$ cat config.mk
export PLATFORM = sky130hd
export DESIGN_NAME = ptcp_sqrt
export DESIGN_NICKNAME = d
export VERILOG_FILES = /design/src/ptcp_pkg.sv /design/src/ptcp_sqrt.sv
export SDC_FILE = /design/constraint.sdc
export NUM_CORES = 2
export LEC_CHECK = 0
export BUFFER_PORTS_ARGS = -buffer_cell sky130_fd_sc_hd__buf_2
export CORE_MARGIN = 3
export CORE_UTILIZATION = 50
export CTS_BUF_LIST = sky130_fd_sc_hd__clkbuf_4 sky130_fd_sc_hd__clkbuf_8 sky130_fd_sc_hd__clkbuf_16
export DETAILED_ROUTE_END_ITERATION = 12
export GPL_ROUTABILITY_DRIVEN = 1
export PLACE_DENSITY_LB_ADDON = 0.08
export SLEW_MARGIN = 20
export SYNTH_ARGS = -nofsm -noshare
export SYNTH_HDL_FRONTEND = slang
export SYNTH_MEMORY_MAX_BITS = 65536
export SYNTH_SLANG_ARGS = --single-unit
$ cat constraint.sdc
create_clock -name i_clk -period 7.84 [get_ports i_clk]
set_input_delay 0.392 -clock i_clk [delete_from_list [all_inputs] [get_ports i_clk]]
set_output_delay 0.392 -clock i_clk [all_outputs]
set_load 0.05 [all_outputs]
$ cat src/ptcp_pkg.sv
// ----------------------------------------------------------------------------
// ptcp_pkg: shared widths, latencies and types
// Constants and types used by the closest-point pipeline and its sub-units.
// ----------------------------------------------------------------------------
`default_nettype none
package ptcp_pkg;
    localparam int COORD_BITS = 32;
    localparam int SFRAC      = COORD_BITS + 2;
    localparam int EW         = COORD_BITS + 1;
    localparam int PROD_W     = 2 * EW;
    localparam int DOT_W      = PROD_W + 2;
    localparam int SUM_W      = DOT_W + 2;
    localparam int MIN_W      = DOT_W + 1;
    localparam int CHUNK      = (MIN_W + 2) / 3;
    localparam int WIDE_W     = 6 * CHUNK + 2;
    localparam int Q_W        = SFRAC + 1;
    localparam int SUMSQ_W    = PROD_W + 2;
    localparam int ROOT_IN_W  = 2 * COORD_BITS;

    localparam logic [Q_W-1:0] ONE_FR = Q_W'(1) << SFRAC;

    localparam int LAT_MUL   = 4;
    localparam int LAT_FRONT = 4 + LAT_MUL;
    localparam int LAT_DIV   = SFRAC + 1;
    localparam int LAT_SQRT  = COORD_BITS + 1;
    localparam int LAT_TOTAL = LAT_FRONT + 2 + LAT_DIV + 6 + LAT_SQRT + 1;

    typedef logic [2:0][EW-1:0] t_vec3;

    typedef struct packed {
        t_vec3 v0;
        t_vec3 e0;
        t_vec3 e1;
        t_vec3 q;
    } t_geo;

    typedef struct packed {
        logic signed [DOT_W-1:0] a;
        logic signed [DOT_W-1:0] b;
        logic signed [DOT_W-1:0] c;
        logic signed [DOT_W-1:0] d;
        logic signed [DOT_W-1:0] e;
    } t_dots;

    typedef struct packed {
        t_geo                     geo;
        t_dots                    dots;
        logic signed [WIDE_W-1:0] det;
        logic signed [WIDE_W-1:0] sn;
        logic signed [WIDE_W-1:0] tn;
    } t_front;

    typedef enum logic [1:0] {
        SRC_ZERO,
        SRC_ONE,
        SRC_DIV,
        SRC_COMP
    } t_src;

    typedef struct packed {
        t_src src_s;
        t_src src_t;
        logic degen;
    } t_ctl;
endpackage
`default_nettype wire

$ cat src/ptcp_sqrt.sv
// ----------------------------------------------------------------------------
// ptcp_sqrt: pipelined integer square root with saturation
// One result bit a stage; a sum of 2^(2*COORD_BITS) or more saturates.
// ----------------------------------------------------------------------------
`default_nettype none
module ptcp_sqrt (
    input  wire logic                                  i_clk,
    input  wire logic                                  i_en,
    input  wire logic [ptcp_pkg::SUMSQ_W-1:0]          i_sum,
    output logic [ptcp_pkg::COORD_BITS-1:0]            o_root
);
    localparam int N  = ptcp_pkg::COORD_BITS;
    localparam int RW = ptcp_pkg::ROOT_IN_W;

    logic [RW-1:0] r_op  [N+1];
    logic [RW-1:0] r_res [N+1];
    logic          r_sat [N+1];
    logic [RW-1:0] n_bit [N+1];
    logic [RW-1:0] n_try [N+1];
    logic          n_ge  [N+1];

    always_comb begin
        n_bit[0] = '0;
        n_try[0] = '0;
        n_ge[0]  = 1'b0;
        for (int j = 1; j <= N; j++) begin
            n_bit[j] = RW'(1) << (2 * (N - j));
            n_try[j] = r_res[j-1] + n_bit[j];
            n_ge[j]  = r_op[j-1] >= n_try[j];
        end
    end

    always_ff @(posedge i_clk) begin
        if (i_en) begin
            r_sat[0] <= |i_sum[ptcp_pkg::SUMSQ_W-1:RW];
            r_op[0]  <= i_sum[RW-1:0];
            r_res[0] <= '0;
            for (int j = 1; j <= N; j++) begin
                r_sat[j] <= r_sat[j-1];
                r_op[j]  <= n_ge[j] ? r_op[j-1] - n_try[j] : r_op[j-1];
                r_res[j] <= n_ge[j] ? (r_res[j-1] >> 1) + n_bit[j] : r_res[j-1] >> 1;
            end
        end
    end

    assign o_root = r_sat[N] ? '1 : r_res[N][N-1:0];
endmodule
`default_nettype wire

# Yosys cells after proc, flatten, opt, wreduce, memory -nomap -nowiden
# Memories as Yosys holds them, arrays and structs flattened.
# Index checks and enable logic that the tools add are counted.
# Widths: inputs -> output; s select.
# word_totals
register_bits	0
ram_bits	4257
inputBits	70
out_inout_bits	32
elab_cells	199
mem_count	3
# op_classes
add_sub_neg	96
magnitude_cmp	32
n_mux	67
n_reduce_logical	1
# memory_table
memory	depth	word_bits	read_ports	rd_clocked_by_memory_dff	wr	line_no	rtl
r_op	33	64	32	0	33	ptcp_sqrt.sv:15	logic [RW-1:0] r_op [N+1];
r_res	33	64	33	0	33	ptcp_sqrt.sv:16	logic [RW-1:0] r_res [N+1];
r_sat	33	1	33	0	33	ptcp_sqrt.sv:17	logic r_sat [N+1];
# op_table
operator	count
$mux 64	64
$ge 64x64->1	32
$sub 64x64->64	32
$add 63x1->64 const B	1
$add 63x11->64 const B	1
$add 63x13->64 const B	1
$add 63x15->64 const B	1
$add 63x17->64 const B	1
$add 63x19->64 const B	1
$add 63x21->64 const B	1
$add 63x23->64 const B	1
$add 63x25->64 const B	1
$add 63x27->64 const B	1
$add 63x29->64 const B	1
$add 63x3->64 const B	1
$add 63x31->64 const B	1
$add 63x33->64 const B	1
$add 63x35->64 const B	1
$add 63x37->64 const B	1
$add 63x39->64 const B	1
$add 63x41->64 const B	1
$add 63x43->64 const B	1
$add 63x45->64 const B	1
$add 63x47->64 const B	1
other kinds (46)	47

# Longest topological paths before layout
# An unclocked memory read counts as a cell.
# logic_depth
word_depth	4
ltp_mapped	14
ltp_nobuf	12

# Least setup slack after synthesis
# No wires, ideal clock.
# synth_path
path_type	reg-to-reg
start	memory r_op[0][1385] (netlist bit)
end	memory r_op[0][1461] (netlist bit) (data pin)
setup_time_ns	0.258
t_arrival_ns	3.461
setup_slack_ns	4.122
path_stages_with_launch	13
path_buffers	2
cell_sequence	edfxtp_1 ha_1 clkbuf_1 nand4b_1 or3_1 or4_1 and3_1 nand3_1 nand2_1 or2_2 clkbuf_1 or4_1 xnor2_1
# synth_rtl
element	line_no
start, declared	ptcp_sqrt.sv:15

==> metrics <==
routed length per placed instance=21.2 µm; DRC violation count after routing=0; highest ir drop seen on vdd=0.225 mV; worst clock skew=0.0946 ns; worst max-slew margin expressed relative to the limit=24.2%; setup repair after global routing missed its margin=false; Synth area leader=sky130_fd_sc_hd__edfxtp_1; maximum root-to-sink buffer count=4; number of inserted filler cells in the final layout=20229; highest attainable clock frequency=214 MHz; instance count along the most critical hold path=2; origin of the worst min-delay path=i_sum[34]; vias in the first global route=76017; type of element launching the critical path=flip-flop; net total in the final layout=10797; Worst Setup SP=r_op[0][1696]; CTS H-tree depth=5; Syn Nets=10483; number of antenna violations at the first check in global routing=5; sink of the worst hold path=r_op[0][34]; Inserted Clock Buffers=302; worst-case reg-to-reg path depth=11; WHS=0.124 ns; Boundary Pins=102; R2R setup slack=3.17 ns; worst hold path type=input pin to flip-flop; dpl cells=13110; number of instances in the synthesized netlist=9855; Layout Area Growth over Synthesis=11.9%; row count=182; die boundary height=505 µm; Pre-Repair DR Iteration Count=8; Post-DRT Antenna Nets=0; max-slew violation count=0; prevailing post-synth register cell=sky130_fd_sc_hd__edfxtp_1; pwr dens=296 nW/µm²; Worst EP arrival=5.28 ns; non-filler cells, final=13698; Via Count=78433; status=finished, final reports clean; clock sink total=2609; pin slew with the least headroom to its limit=1.13 ns; cell types with the largest area share after synthesis=sky130_fd_sc_hd__edfxtp_1, sky130_fd_sc_hd__ha_1, sky130_fd_sc_hd__xnor2_1, sky130_fd_sc_hd__xor2_1, sky130_fd_sc_hd__a21oi_1; LEAKAGE=51.8 nW; number of unique standard cell types used by synthesis=90; half-perimeter wire length after placement=213000 µm; Worst-path clk slew=0.06 ns; required time of the critical path=8.46 ns; root buffer cell=sky130_fd_sc_hd__clkbuf_16; #FFs+latches synth=2609; post-synthesis sequential area ratio=63.0%; Die X=505 µm; final critical delay including setup and external delays=4.67 ns; clock tree from TritonCTS=done; Critical R2R Capture=r_op[0][1788]; maximum number of pins on one net before global-route repair=168; startpoint of the most critical register-to-register path=r_op[0][1696]; DRC violation total after the first TritonRoute iteration=6793; share of cells above drive strength 1=7.99%; total global routing track utilization=22.4%; worst-skew pair later-pin latency=0.97 ns; Initial Utilization=50.4%; maximum net fanout on the critical path=53; fin crit share=59.5%; combined area of all synthesized cells=124000 µm²; CTS Hold Buffers Added=67; global-route wire length before repair=450000 µm; count of flip-flops with a built-in enable after synthesis=2609; number of hold violations in the final report=0; Avg Vias per Cell=5.73; total core area=247000 µm²; number of failing setup endpoints in the final timing report=0; class of the most critical setup path=flip-flop to flip-flop; number of buffers added for setup after CTS=0; Post-CTS Resized=0; count of maximum capacitance violations=0; overall power of the completed layout=0.0412 W; area enclosed by the die boundary=255000 µm²; proportion of register bits with asynchronous set or reset after synthesis=0%; Synthesis Warnings=0; element type at the critical path end=flip-flop; area fraction of the dominant cell type after synthesis=63.0%; number of I/O port buffers=101; setup total negative slack=0 ns; per-instance average area after synthesis=12.6 µm²; wirelength, routed=291000 µm; leftover overflow at the end of global routing=0; Final Wtd Congestion=0.899
## logic make-up (layout without fill, tap and decap cells)
logic type	after synthesis	after routing	synth area share [%]
multiplexers	87	87	0.797
other	0	2	0
flip-flops	2609	2609	63.0
buffers and inverters	916	1445	2.80
adder cells (fa/ha/maj)	558	558	5.61
AO/OA/AOI/OAI	1892	1892	9.47
AND/OR/NAND/NOR	2900	2900	12.0
XOR/XNOR	893	893	6.29
## per-stage QoR
step / utilization [%] / setup WS (ns) / cell area, µm²
2_1_floorplan: - / 4.12 / 124000
3_3_place_gp: 52.3 / 2.95 / 129000
3_5_place_dp: 52.3 / 3.15 / 129000
4_1_cts: 56.4 / 3.13 / 139000
5_1_grt: 56.4 / 2.82 / 139000
6_report: 56.4 / 3.17 / 139000
## final cells by class
class	count	area, µm²	area share, %
antenna	2	5.00	0.00360
clock buffer	361	8120	5.84
clock inverter	158	1410	1.01
inverter	696	2610	1.88
multi-input combinational	6330	42700	30.7
sequential	2609	78300	56.3
tap	3312	4140	2.98
timing repair buffer	230	1840	1.33
## power by group
part / internal (W) / switching [W] / leakage, nW
clock network: 0.00814 / 0.00542 / 4.73
logic: 0.00349 / 0.00505 / 22.0
registers: 0.0177 / 0.00140 / 25.1
## sequential cells by signal, summed over array words and instances (netlist names)
name and count:
r_res 528, r_op 2048, r_sat 33
## metal layers
layer	global-route usage (%)	part of all wire, %	vias to the layer above
met4	4.51	1.8	2
met1	32.4	47	38607
met5	0	0.0041	-
met3	2.93	4.5	393
met2	36.4	47	1780
li1	-	-	37651
## cell usage after synthesis (9+ instances only)
library cell and n:
sky130_fd_sc_hd__a21boi_0 28, sky130_fd_sc_hd__mux2i_1 9, sky130_fd_sc_hd__and4_1 16, sky130_fd_sc_hd__nand3b_1 35, sky130_fd_sc_hd__a211oi_1 59, sky130_fd_sc_hd__nor3b_1 20, sky130_fd_sc_hd__o31a_1 10, sky130_fd_sc_hd__nor2_1 670
sky130_fd_sc_hd__a2111oi_0 11, sky130_fd_sc_hd__nand2_1 606, sky130_fd_sc_hd__nand2b_1 105, sky130_fd_sc_hd__o21bai_1 54, sky130_fd_sc_hd__a21o_1 222, sky130_fd_sc_hd__or4_1 75, sky130_fd_sc_hd__xor2_1 385, sky130_fd_sc_hd__a31o_2 13
sky130_fd_sc_hd__o311ai_0 9, sky130_fd_sc_hd__inv_1 692, sky130_fd_sc_hd__and2_1 39, sky130_fd_sc_hd__or2_2 75, sky130_fd_sc_hd__and3_1 39, sky130_fd_sc_hd__nor2b_1 65, sky130_fd_sc_hd__o41ai_1 17, sky130_fd_sc_hd__nand3_1 148
sky130_fd_sc_hd__nand4b_1 26, sky130_fd_sc_hd__nor4b_1 53, sky130_fd_sc_hd__clkbuf_1 203, sky130_fd_sc_hd__edfxtp_1 2609, sky130_fd_sc_hd__nand4_1 197, sky130_fd_sc_hd__a31oi_1 55, sky130_fd_sc_hd__o31ai_1 46, sky130_fd_sc_hd__a21oi_1 610
sky130_fd_sc_hd__nor4_1 321, sky130_fd_sc_hd__ha_1 558, sky130_fd_sc_hd__mux2_2 70, sky130_fd_sc_hd__o21ai_0 459, sky130_fd_sc_hd__or3_1 99, sky130_fd_sc_hd__nor3_1 267, sky130_fd_sc_hd__o21a_1 104, sky130_fd_sc_hd__a211o_1 23
sky130_fd_sc_hd__o211ai_1 43, sky130_fd_sc_hd__o2111ai_1 21, sky130_fd_sc_hd__a221oi_1 10, sky130_fd_sc_hd__xnor2_1 507, sky130_fd_sc_hd__a311o_1 10
## layout by cell type (no fill, tap or decap), drive strengths merged, types with 46 or more instances in the layout
master,Yosys,routed
nor2,670,670
nand3,148,148
o21a,104,104
a21oi,611,611
a211oi,59,59
or2,79,79
or3,99,99
nand4,197,197
nand2,606,606
nor4,322,322
edfxtp,2609,2609
nor4b,53,53
clkbuf,203,361
dlygate4sd3,0,67
xor2,385,385
buf,17,163
nor2b,65,65
or4,75,75
ha,558,558
a21o,222,222
o21bai,55,55
o31ai,46,46
nor3,267,267
clkinv,3,120
xnor2,508,508
inv,693,698
a31oi,55,55
nand2b,105,105
o21ai,464,464
mux2,78,78
## worst max-delay path, stage by stage, from the launching register on
cell	delay, ns
sky130_fd_sc_hd__edfxtp_1	0.43
sky130_fd_sc_hd__ha_1	0.48
sky130_fd_sc_hd__nand4_1	0.20
sky130_fd_sc_hd__or4_1	0.66
sky130_fd_sc_hd__nor4_1	0.89
sky130_fd_sc_hd__or4_1	0.25
sky130_fd_sc_hd__or3_1	0.20
sky130_fd_sc_hd__nor2_4	0.04
sky130_fd_sc_hd__buf_4	0.29
sky130_fd_sc_hd__nor4_1	0.62
sky130_fd_sc_hd__nand2_1	0.18
sky130_fd_sc_hd__xnor2_1	0.17
## worst max path at each step
stage / to / slack (ns)
after floorplan: r_op[0][1461] / 4.12
after global placement: r_op[0][1790] / 2.95
after detailed placement: r_op[0][1708] / 3.15
after CTS: r_op[0][1708] / 3.13
after global routing: r_op[0][1708] / 2.82
final: r_op[0][1788] / 3.17
(Power assumes the default switching activity.)
